--- src/design/avscp_pkg.sv ---
// Shared constants, types and helpers of the valve and speed command parser.
package avscp_pkg;

    localparam int LINE_MAX    = 64;
    localparam int VALVE_COUNT = 9;

    localparam int LEN_W      = $clog2(LINE_MAX + 1);
    localparam int SPEED_W    = 15;
    localparam int OUT_MASK_W = 9;
    localparam int PROD_W     = SPEED_W + 4;

    localparam logic [SPEED_W-1:0] SPEED_MAX   = '1;
    localparam logic [LEN_W-1:0]   LINE_LIMIT  = LEN_W'(LINE_MAX);
    localparam logic [4:0]         VALVE_LIMIT = 5'(VALVE_COUNT);

    localparam int QDEPTH = 4;
    localparam int QPTR_W = $clog2(QDEPTH);
    localparam int QCNT_W = QPTR_W + 1;

    localparam logic [7:0] CH_NL    = 8'h0A;
    localparam logic [7:0] CH_PIPE  = 8'h7C;
    localparam logic [7:0] CH_S     = 8'h53;
    localparam logic [7:0] CH_R     = 8'h52;
    localparam logic [7:0] CH_V     = 8'h56;
    localparam logic [7:0] CH_Y     = 8'h59;
    localparam logic [7:0] CH_N     = 8'h4E;
    localparam logic [7:0] CH_ZERO  = 8'h30;
    localparam logic [7:0] CH_NINE  = 8'h39;
    localparam logic [3:0] SPEED_LEAD = 4'd8;

    typedef enum logic [2:0] {
        TK_OTHER,
        TK_NL,
        TK_S,
        TK_R,
        TK_V,
        TK_PIPE,
        TK_Y,
        TK_N
    } tok_kind_t;

    typedef struct packed {
        tok_kind_t  kind;
        logic       is_digit;
        logic [3:0] digit;
    } tok_t;

    typedef struct packed {
        logic push;
        tok_t tok;
    } q_wr_t;

    typedef struct packed {
        logic pop;
    } q_rd_t;

    typedef struct packed {
        logic full;
        logic empty;
        tok_t tok;
    } q_stat_t;

    typedef enum logic [2:0] {
        PH_IDLE,
        PH_AFTER_R,
        PH_R_DIGITS,
        PH_AFTER_V,
        PH_V_ARG
    } phase_t;

    function automatic logic [OUT_MASK_W-1:0] mask_out(input logic [VALVE_COUNT-1:0] v);
        logic [VALVE_COUNT+OUT_MASK_W-1:0] ext;
        ext = {{OUT_MASK_W{1'b0}}, v};
        return ext[OUT_MASK_W-1:0];
    endfunction

endpackage

--- src/design/avscp_queue.sv ---
// Short token queue between the front end and the parser.
module avscp_queue
    import avscp_pkg::*;
(
    input  logic    clk,
    input  logic    rst_n,
    input  q_wr_t   q_wr,
    input  q_rd_t   q_rd,
    output q_stat_t q_stat
);

    tok_t              slot_reg [QDEPTH];
    logic [QPTR_W-1:0] wr_ptr_reg;
    logic [QPTR_W-1:0] wr_ptr_next;
    logic [QPTR_W-1:0] rd_ptr_reg;
    logic [QPTR_W-1:0] rd_ptr_next;
    logic [QCNT_W-1:0] count_reg;
    logic [QCNT_W-1:0] count_next;

    always_comb
    begin
        wr_ptr_next = q_wr.push ? QPTR_W'(wr_ptr_reg + 1'b1) : wr_ptr_reg;
        rd_ptr_next = q_rd.pop ? QPTR_W'(rd_ptr_reg + 1'b1) : rd_ptr_reg;
        count_next  = count_reg;
        if (q_wr.push && !q_rd.pop)
        begin
            count_next = QCNT_W'(count_reg + 1'b1);
        end
        else if (!q_wr.push && q_rd.pop)
        begin
            count_next = QCNT_W'(count_reg - 1'b1);
        end
    end

    always_ff @(posedge clk or negedge rst_n)
    begin
        if (!rst_n)
        begin
            wr_ptr_reg <= '0;
            rd_ptr_reg <= '0;
            count_reg  <= '0;
        end
        else
        begin
            wr_ptr_reg <= wr_ptr_next;
            rd_ptr_reg <= rd_ptr_next;
            count_reg  <= count_next;
        end
    end

    always_ff @(posedge clk)
    begin
        if (q_wr.push)
        begin
            slot_reg[wr_ptr_reg] <= q_wr.tok;
        end
    end

    assign q_stat.full  = (count_reg == QCNT_W'(QDEPTH));
    assign q_stat.empty = (count_reg == '0);
    assign q_stat.tok   = slot_reg[rd_ptr_reg];

    a_no_push_full: assert property (@(posedge clk) disable iff (!rst_n)
        !(q_wr.push && q_stat.full))
        else $error("push into a full token queue");

    a_no_pop_empty: assert property (@(posedge clk) disable iff (!rst_n)
        !(q_rd.pop && q_stat.empty))
        else $error("pop from an empty token queue");

    a_ptr_gap: assert property (@(posedge clk) disable iff (!rst_n)
        QPTR_W'(wr_ptr_reg - rd_ptr_reg) == QPTR_W'(count_reg))
        else $error("queue pointers disagree with fill count");

endmodule

--- config.mk ---
export PLATFORM = sky130hd
export DESIGN_NAME = avscp_queue
export DESIGN_NICKNAME = d
export VERILOG_FILES = /design/src/design/avscp_pkg.sv /design/src/design/avscp_queue.sv
export SDC_FILE = /design/constraint.sdc
export NUM_CORES = 1
export LEC_CHECK = 0
export BUFFER_PORTS_ARGS = -buffer_cell sky130_fd_sc_hd__buf_2
export CAP_MARGIN = 40
export CORE_UTILIZATION = 59
export DETAILED_ROUTE_END_ITERATION = 10
export GPL_ROUTABILITY_DRIVEN = 0
export PLACE_DENSITY = 0.9
export SLEW_MARGIN = 0
export SYNTH_ARGS = -nofsm -noshare
export SYNTH_HDL_FRONTEND = slang
export SYNTH_SLANG_ARGS = --single-unit
--- constraint.sdc ---
create_clock -name clk -period 2.25 [get_ports clk]
set_input_delay 0.3375 -clock clk [delete_from_list [all_inputs] [get_ports clk]]
set_output_delay 0.3375 -clock clk [all_outputs]
set_load 0.02 [all_outputs]
==> qor.yml, run 1 <==
power_density_nw_per_um2: 1220
htreeDepth: 2
critPathSlowestCell: "mux4_2"
via_per_inst: 5.41
netlist_area_um2: 1550
synth_top_family_by_area: "multiplexers"
highest_layer: "met4"
syn_inst: 76
grtUsageTotal: 0.212
tns_ns: 0
synth.area.mux_share: 0.124
path_class: "reg2out"
period_minus_slack_ns: 2.00
largest_reg_flops: 32
fill_cells: 176
clock-skew-final_ns: 0.00487
core.rowCount: 18
synthDistinctLibCells: 17
tightest_slew_ns: 0.428
status: "complete, no violations"
leakage_nw: 0.660
route.met2.wl_mm: 1.23
timing.critical_path.fanout_max: 8
drcViolationCount: 0
wl_met1_um: 910
drtIter0Drc: 9
num_vias: 725
syn_nets: 94
grt_max_degree: 12
synth_fa_ha_area_frac: 0.0534
worstSkewPairLatency_ns: 0.33
ys_seq_elements: 39
hold_slack_ns: 0.209
routed-wl-met3_um: 102
synth_compound_area_frac: 0.00323
syn_avg_cell_area_um2: 20.4
drv_slew: 0
cpPeakStageDelay_ns: 0.52
grt_pass1_vias: 806
post-dp-hpwl_mm: 1.61
maxCapViolCount: 0
min_path_type: "in2reg"
drive_above_1_share: 0.356
port_buffers: 21
clock_sinks: 39
grt_pass1_wl_mm: 3.75
drt_first_pass_iters: 3
routedWlPerCell_um: 17.0
setup_viol: 0
die_w_um: 53.2
grt_antenna_before_repair: 0
cts_tree: "built"
cts_made_buffers: 5
max_freq_mhz: 500
rsz0062_at_grt: "false"
hold_viol: 0
area_delta_synth_final_pct: 12.3
synthXorXnorAreaFrac: 0.0340
critPathLaunchType: "flip-flop"
wirelength_mm: 2.28
die-area_um2: 2830
vdd_drop_max_v: 0.000971
synth-simple-area-share: 0.0315
drtAntennaViolNets: 0
ys_warn_count: 0
grt-ovfl-total: 0
clock_path_buffers: 2
period_share: 0.888
nets: 122
core_area_um2: 2480
endpoint_kind: "output pin"
clkSlewWorstSetupHoldPaths_ns: 0.10
start_util: 0.625
synth_seq_area_share: 0.734
dieHeight_um: 53.2
cts_setup_buffers: 0
cts-root-buf: "clkbuf_4"
crit_arrival_ns: 1.66
n_antenna_cell: 0
io_pins: 22
slew-limit-headroom: 0.715
required_ns: 1.91
crit_chain: "buf_4 > mux4_2 > buf_2"
## what timing repair did
action | CTS | global route
gates resized for setup | 0 | 0
hold buffers | 1 | 0
endpoints found under the hold margin | 7 | 0
setup endpoints to repair | 0 | 0
## where the power goes
part           switching [mW]  total (mW)  internal, mW
sequential              0.121        1.09         0.967
combinational           0.388       0.721         0.332
clock                   0.203       0.314         0.111
total                   0.713        2.12          1.41
## per-stage QoR
stage / power (mW) / setup WS, ns / utilization / instance area (um^2) / instances
after detailed placement: 1.84 / 0.601 / 0.679 / 1680 / 126
after floorplan: 1.62 / 0.828 / - / 1550 / 76
after CTS: 2.16 / 0.217 / 0.702 / 1740 / 134
after global routing: 2.26 / 0.151 / 0.702 / 1740 / 134
after global placement: 1.79 / 0.639 / 0.679 / 1680 / 126
final: 2.12 / 0.251 / 0.702 / 1740 / 134
## Yosys cell counts (all sizes together)
cell type  instances  area share
nand2              2      0.0049
o21ai              1      0.0032
nor3b              1      0.0049
fa                 1       0.013
nor3               1      0.0032
inv                4      0.0097
buf                2       0.011
ha                 5       0.040
dfrtp              7        0.11
nor2               1      0.0024
xor2               4       0.023
mux4               8        0.12
and2               4       0.016
edfxtp            32        0.62
mux2               1      0.0073
xnor2              2       0.011
## cells by family (layout without fill, tap and decap cells)
family / after synthesis / count (layout)
flip-flops: 39 / 39
multiplexers: 9 / 9
AND/OR/NAND/NOR: 9 / 9
adder cells (fa/ha/maj): 6 / 6
XOR/XNOR: 6 / 6
buffers and inverters: 6 / 34
AO/OA/AOI/OAI: 1 / 1
## area by class of cell
type | count | area (um^2) | share of cell area
multi-input cells | 31 | 380 | 0.219
clock buffers | 5 | 37.5 | 0.0216
well taps | 30 | 37.5 | 0.0216
clock inverters | 2 | 8.76 | 0.00504
flip-flops and latches | 39 | 1140 | 0.654
inverters | 4 | 15.0 | 0.00864
repair buffers | 23 | 123 | 0.0706
## path summary, 6_finish.rpt
kind	startpoint	to	slack (ns)	cells after the start
hold / removal	q_wr[4]	slot_reg[0][4]$_DFFE_PP_	0.21	1
hold reg to reg	count_reg[2]$_DFFE_PN0P_	count_reg[2]$_DFFE_PN0P_	0.50	1
max in group asynchronous	rst_n	wr_ptr_reg[0]$_DFFE_PN0P_	1.75	2
setup / recovery	rd_ptr_reg[0]$_DFFE_PN0P_	q_stat[5]	0.25	3
min in group asynchronous	rst_n	count_reg[0]$_DFFE_PN0P_	0.35	2
setup reg to reg	wr_ptr_reg[1]$_DFFE_PN0P_	slot_reg[1][7]$_DFFE_PP_	0.83	3
## cells in the final DEF, fill, tap and decap left out
cell / instances
edfxtp_1: 32
buf_2: 21
mux4_2: 8
dfrtp_1: 7
ha_1: 5
clkbuf_4: 5
inv_1: 4
and2_1: 4
xor2_1: 4
xnor2_1: 2
nand2_1: 2
nor3b_1: 1
nor3_1: 1
mux2_2: 1
o21ai_0: 1
nor2_1: 1
fa_1: 1
clkinv_1: 1
clkinv_2: 1
dlygate4sd3_1: 1
buf_4: 1
## layer usage
metal | vias to the layer above | global-route usage
li1 | 344 | -
met4 | 0 | 0.0921
met3 | 5 | 0.0948
met2 | 17 | 0.350
met5 | - | 0
met1 | 359 | 0.232
## critical path, delay by kind of cell (launching register included)
kind,cells,cell delay [ns]
multiplexers,1,0.52
flip-flops,1,0.40
buffers and inverters,2,0.40
Note: power is estimated with default switching activity, not from simulation.
==> run 2, diff against run 1 <==
Settings changed: MAX_ROUTING_LAYER from default to met4.
==> run 2 against run 1 <==
Against the previous run: cell count did not move; sequential share of layout area is the same; largest cell class unchanged; via count shrank 0.28%.
==> qor.yml, run 2 (same netlist as run 1, synthesis figures left out) <==
status: "complete, no violations"
leakage_nw: 0.660  # unchanged
grt-ovfl-total: 0  # unchanged
area_delta_synth_final_pct: 12.3  # unchanged
tightest_slew_ns: 0.427  # -0.000896 ns
clock_sinks: 39  # unchanged
final_cell_mix: "edfxtp_1 (32), buf_2 (21), mux4_2 (8)"
htreeDepth: 2  # unchanged
cpLargestDelayFamily: "multiplexers"
place_ws_ns: 0.601  # unchanged
period_share: 0.887  # -0.00117
placed_cell_area_um2: 1680  # unchanged
worstSkewPairLatency_ns: 0.33  # about the same
crit_chain: "buf_4 > mux4_2 > buf_2"
num_vias: 723  # -0.28%
grtUsageTotal: 0.215  # +0.00379
drcViolationCount: 0  # unchanged
power_density_nw_per_um2: 1220  # about the same
routedWlPerCell_um: 17.0  # -0.22%
period_minus_slack_ns: 2.00  # -0.00263 ns
dieHeight_um: 53.2  # unchanged
cts-root-buf: "clkbuf_4"
clkSlewWorstSetupHoldPaths_ns: 0.11  # about the same
clock_path_buffers: 2  # unchanged
tns_ns: 0  # unchanged
drtIter0Drc: 11  # +2
final_common_cell: "edfxtp_1"
hold_viol: 0  # unchanged
endpoint_kind: "output pin"
cp.buffers_inverters: 2  # unchanged
core_area_um2: 2480  # unchanged
grt_max_degree: 12  # unchanged
maxCapViolCount: 0  # unchanged
nets: 122  # unchanged
vdd_drop_max_v: 0.000971  # about the same
critPathLaunchType: "flip-flop"
clock-skew-final_ns: 0.00516  # +0.000286 ns
drive_above_1_share: 0.356  # unchanged
cts_setup_buffers: 0  # unchanged
setup_viol: 0  # unchanged
n_antenna_cell: 0  # unchanged
cts_made_buffers: 5  # unchanged
cpPeakStageDelay_ns: 0.52  # about the same
timing.critical_path.fanout_max: 8  # unchanged
critPathSlowestCell: "mux4_2"
power_mw: 2.12  # about the same
grt_antenna_before_repair: 0  # unchanged
grt_pass1_vias: 807  # +0.12%
post-dp-hpwl_mm: 1.61  # unchanged
placed_cells: 126  # unchanged
drtAntennaViolNets: 0  # unchanged
rsz0062_at_grt: "false"
grt_pass1_wl_mm: 3.75  # -0.19%
port_buffers: 21  # unchanged
cts_tree: "built"
die_w_um: 53.2  # unchanged
largest_reg_flops: 32  # unchanged
fill_cells: 176  # unchanged
layout.cells.non_filler: 134  # unchanged
cts_resized: 0  # unchanged
via_per_inst: 5.40  # -0.28%
die-area_um2: 2830  # unchanged
cts_hold_buf: 1  # unchanged
drt_first_pass_iters: 4  # +1
core.rowCount: 18  # unchanged
required_ns: 1.91  # about the same
slew-limit-headroom: 0.716  # about the same
min_path_type: "in2reg"
worst_slack_ns: 0.254  # +0.00263 ns
path_class: "reg2out"
wirelength_mm: 2.28  # -0.22%
io_pins: 22  # unchanged
crit_arrival_ns: 1.66  # about the same
stdcell_area_um2: 1740  # unchanged
start_util: 0.625  # unchanged
max_freq_mhz: 501  # +0.13%
drv_slew: 0  # unchanged
[run 2: cell counts in the layout (fill, tap and decap cells not counted)]
No cell type changed its count.
[run 2: worst paths after layout]
kind,from,to,slack [ns],cells past startpoint
setup / recovery,rd_ptr_reg[0]$_DFFE_PN0P_,q_stat[5],0.25,3
hold / removal,q_wr[4],slot_reg[0][4]$_DFFE_PP_,0.21,1
setup reg to reg,wr_ptr_reg[1]$_DFFE_PN0P_,slot_reg[1][7]$_DFFE_PP_,0.83,3
hold reg to reg,count_reg[2]$_DFFE_PN0P_,count_reg[2]$_DFFE_PN0P_,0.50,1
max in group asynchronous,rst_n,wr_ptr_reg[0]$_DFFE_PN0P_,1.74,2
min in group asynchronous,rst_n,count_reg[0]$_DFFE_PN0P_,0.36,2
[run 2: worst register-to-register path: cells and delay by family (launching register included)]
family | cells | cell delay (ns)
adder cells (fa/ha/maj) | 1 | 0.15
buffers and inverters | 1 | 0.11
flip-flops | 1 | 0.42
AND/OR/NAND/NOR | 1 | 0.39
[run 2: area by class of cell]
cell class	instances	area (um^2)	share of cell area
inverters	4	15.0	0.00864
multi-input cells	31	380	0.219
clock buffers	5	37.5	0.0216
well taps	30	37.5	0.0216
repair buffers	23	123	0.0706
flip-flops and latches	39	1140	0.654
clock inverters	2	8.76	0.00504
[run 2: routing by layer]
metal,part of all wire,wire length [um],up-vias,global-route usage
li1,-,-,344,-
met1,0.40,918,359,0.232
met2,0.54,1230,15,0.350
met3,0.037,85,5,0.0862
met4,0.019,43,0,0.0921
met5,0,0,-,-
[run 2: where the power goes]
part	switching [mW]	internal (mW)	leakage, nW
Combinational	0.388	0.332	0.256
Clock	0.203	0.111	0.0285
Sequential	0.121	0.967	0.376
[run 2: metrics by stage]
| stage | hold WS (ns) | utilization |
|---|---|---|
| 6_report | 0.210 | 0.702 |
| 5_1_grt | 0.204 | 0.702 |
| 3_3_place_gp | 0.173 | 0.679 |
| 3_5_place_dp | 0.176 | 0.679 |
| 2_1_floorplan | 0.0419 | - |
| 4_1_cts | 0.198 | 0.702 |
==> run 3, diff against run 2 <==
==> constraint.sdc (replaced) <==
create_clock -name clk -period 2.25 [get_ports clk]
set_input_delay 0.675 -clock clk [delete_from_list [all_inputs] [get_ports clk]]
set_output_delay 0.675 -clock clk [all_outputs]
set_load 0.02 [all_outputs]
==> run 3 against run 2 <==
Against the previous run: clock-buffer cell count did not move; final area rose by 5.3%; first-iteration DRC count rose by 45%; critical path type unchanged; fmax fell by 12%; via count rose by 3.5%; total power rose by 15%; the flow now finishes with violations (setup timing); register-to-register slack got worse by 0.02 ns; largest cell class unchanged; clock power rose by 43%.
==> qor.yml, run 3 (same netlist as run 1, synthesis figures left out) <==
post-dp-hpwl_mm: 1.76  # +9.2%
period_share: 1.01  # +0.125
status: "complete, but fails checks"
final_common_cell: "edfxtp_1"
fill_cells: 156  # -11%
rsz0062_at_grt: "true"
drv_slew: 0  # unchanged
wl_met1_um: 938  # +2.2%
core.rowCount: 18  # unchanged
slew-limit-headroom: 0.706  # -0.00930
die_w_um: 53.2  # unchanged
p_seq_frac: 0.447  # -0.066
crit_chain: "buf_6 > mux4_2 > buf_6"
switching_power_mw: 0.779  # +9.4%
reg2reg_from: "wr_ptr_reg[0]$_DFFE_PN0P_"
n_antenna_cell: 0  # unchanged
stdcell_area_um2: 1830  # +5.3%
clock_sinks: 39  # unchanged
final_cell_mix: "edfxtp_1 (32), buf_2 (13), buf_6 (10)"
clock-skew-final_ns: 0.0112  # +0.00601 ns
routedWlPerCell_um: 18.6  # +9.5%
vdd_drop_max_v: 0.00108  # +11%
crit_arrival_ns: 1.60  # -0.06 ns
cts-root-buf: "clkbuf_4"
clock_path_buffers: 2  # unchanged
route.met2.wl_mm: 1.43  # +16%
crit_path_frequent_cell: "buf_6"
cts_tree: "built"
drt_first_pass_iters: 4  # unchanged
leakage_nw: 0.694  # +5.1%
cpLargestDelayFamily: "multiplexers"
routed-wl-met3_um: 126  # +48%
worstSkewPairLatency_ns: 0.34  # about the same
maxCapViolCount: 0  # unchanged
drtAntennaViolNets: 0  # unchanged
period_minus_slack_ns: 2.28  # +0.280 ns
placed_cells: 127  # +0.79%
htreeDepth: 2  # unchanged
grt_max_degree: 13  # +1
placed_cell_area_um2: 1690  # +0.45%
power_density_nw_per_um2: 1340  # +9.7%
area_delta_synth_final_pct: 18.2
cpPeakStageDelay_ns: 0.52  # about the same
drcViolationCount: 0  # unchanged
hold_viol: 0  # unchanged
fin_util: 0.738  # +0.0369
worst_slack_ns: -0.0265  # -0.280 ns
sw_frac_of_total: 0.318  # -0.0178
nets: 123  # +0.82%
layout.cells.non_filler: 135  # +0.75%
grtUsageTotal: 0.231  # +0.0155
min_path_type: "in2async"
port_buffers: 21  # unchanged
endpoint_kind: "output pin"
violations: "setup timing"
cp.buffers_inverters: 2  # unchanged
crit_start: "rd_ptr_reg[0]$_DFFE_PN0P_"
timing.critical_path.fanout_max: 4  # -4
grt_antenna_before_repair: 0  # unchanged
core_area_um2: 2480  # unchanged
clkPwrFrac: 0.184  # +0.036
cts_hold_buf: 0  # -1
wirelength_mm: 2.51  # +10%
io_pins: 22  # unchanged
grt_pass1_wl_mm: 4.02  # +7.2%
highest_layer: "met4"
num_vias: 748  # +3.5%
clkSlewWorstSetupHoldPaths_ns: 0.11  # about the same
drtIter0Drc: 16  # +5
cts_made_buffers: 5  # unchanged
grt-ovfl-total: 0  # unchanged
largest_reg_flops: 32  # unchanged
comb_power_share: 0.369  # +0.030
required_ns: 1.57  # -0.34 ns
path_class: "reg2out"
critPathLaunchType: "flip-flop"
via_per_inst: 5.54  # +2.7%
seqCellArea_um2: 1140  # unchanged
critPathSlowestCell: "mux4_2"
tightest_slew_ns: 0.441  # +0.0139 ns
die-area_um2: 2830  # unchanged
setup_viol: 4  # +4
drive_above_1_share: 0.381  # +0.0252
p_int_mw: 1.67  # +19%
dieHeight_um: 53.2  # unchanged
multi_input_area_um2: 380  # unchanged
grt_pass1_vias: 805  # -0.25%
start_util: 0.625  # unchanged
max_freq_mhz: 439  # -12%
[run 3: changes by cell type in the layout (fill, tap and decap cells not counted)]
cell / before / now
buf_2: 21 / 13
clkinv_2: 1 / 0
bufinv_16: 0 / 1
clkinvlp_4: 0 / 1
clkinv_1: 1 / 0
buf_6: 0 / 10
dlygate4sd3_1: 1 / 0
[run 3: metrics by stage]
stage | hold slack [ns] | TNS, ns | power, mW | setup slack (ns)
after global placement | 0.478 | 0 | 1.81 | 0.325
after detailed placement | 0.499 | 0 | 1.87 | 0.296
after global routing | 0.126 | -0.599 | 2.58 | -0.0968
final | 0.143 | -0.0535 | 2.45 | -0.0265
after floorplan | 0.379 | 0 | 1.62 | 0.490
after CTS | 0.140 | -0.0364 | 2.40 | -0.0217
[run 3: what timing repair did]
action | 4_1_cts | 5_1_grt
setup endpoints to repair | 8 | 8
resized for setup | 10 | 8
endpoints found under the hold margin | 0 | 0
setup buffers | 1 | 0
[run 3: area by class of cell]
class | count | share of cell area
Clock buffer | 5 | 0.0205
Clock inverter | 2 | 0.0205
Inverter | 4 | 0.00821
Multi-Input combinational cell | 31 | 0.208
Sequential cell | 39 | 0.621
Tap cell | 30 | 0.0205
Timing Repair Buffer | 24 | 0.101
[run 3: final timing paths]
path                       cells after the start  slack [ns]                         to
max                                            3       -0.03                  q_stat[3]
min                                            1        0.14   count_reg[2]$_DFFE_PN0P_
max reg2reg                                    3        0.81   slot_reg[0][0]$_DFFE_PP_
min reg2reg                                    1        0.51   count_reg[2]$_DFFE_PN0P_
max in group asynchronous                      1        1.95  wr_ptr_reg[0]$_DFFE_PN0P_
min in group clk                               1        0.51   count_reg[2]$_DFFE_PN0P_
[run 3: power groups by stage]
stage / sequential, mW / clock [mW] / combinational (mW)
floorplan: 1.04 / 0 / 0.582
global placement: 1.10 / 0 / 0.717
detailed placement: 1.11 / 0 / 0.753
CTS: 1.10 / 0.453 / 0.847
global route: 1.12 / 0.480 / 0.988
finish: 1.10 / 0.450 / 0.905
[run 3: layer usage]
metal  vias up  global-route usage
met2        22               0.406
met4         0              0.0526
met3         2              0.0862
met5         -                   -
met1       378               0.244
li1        346                   -
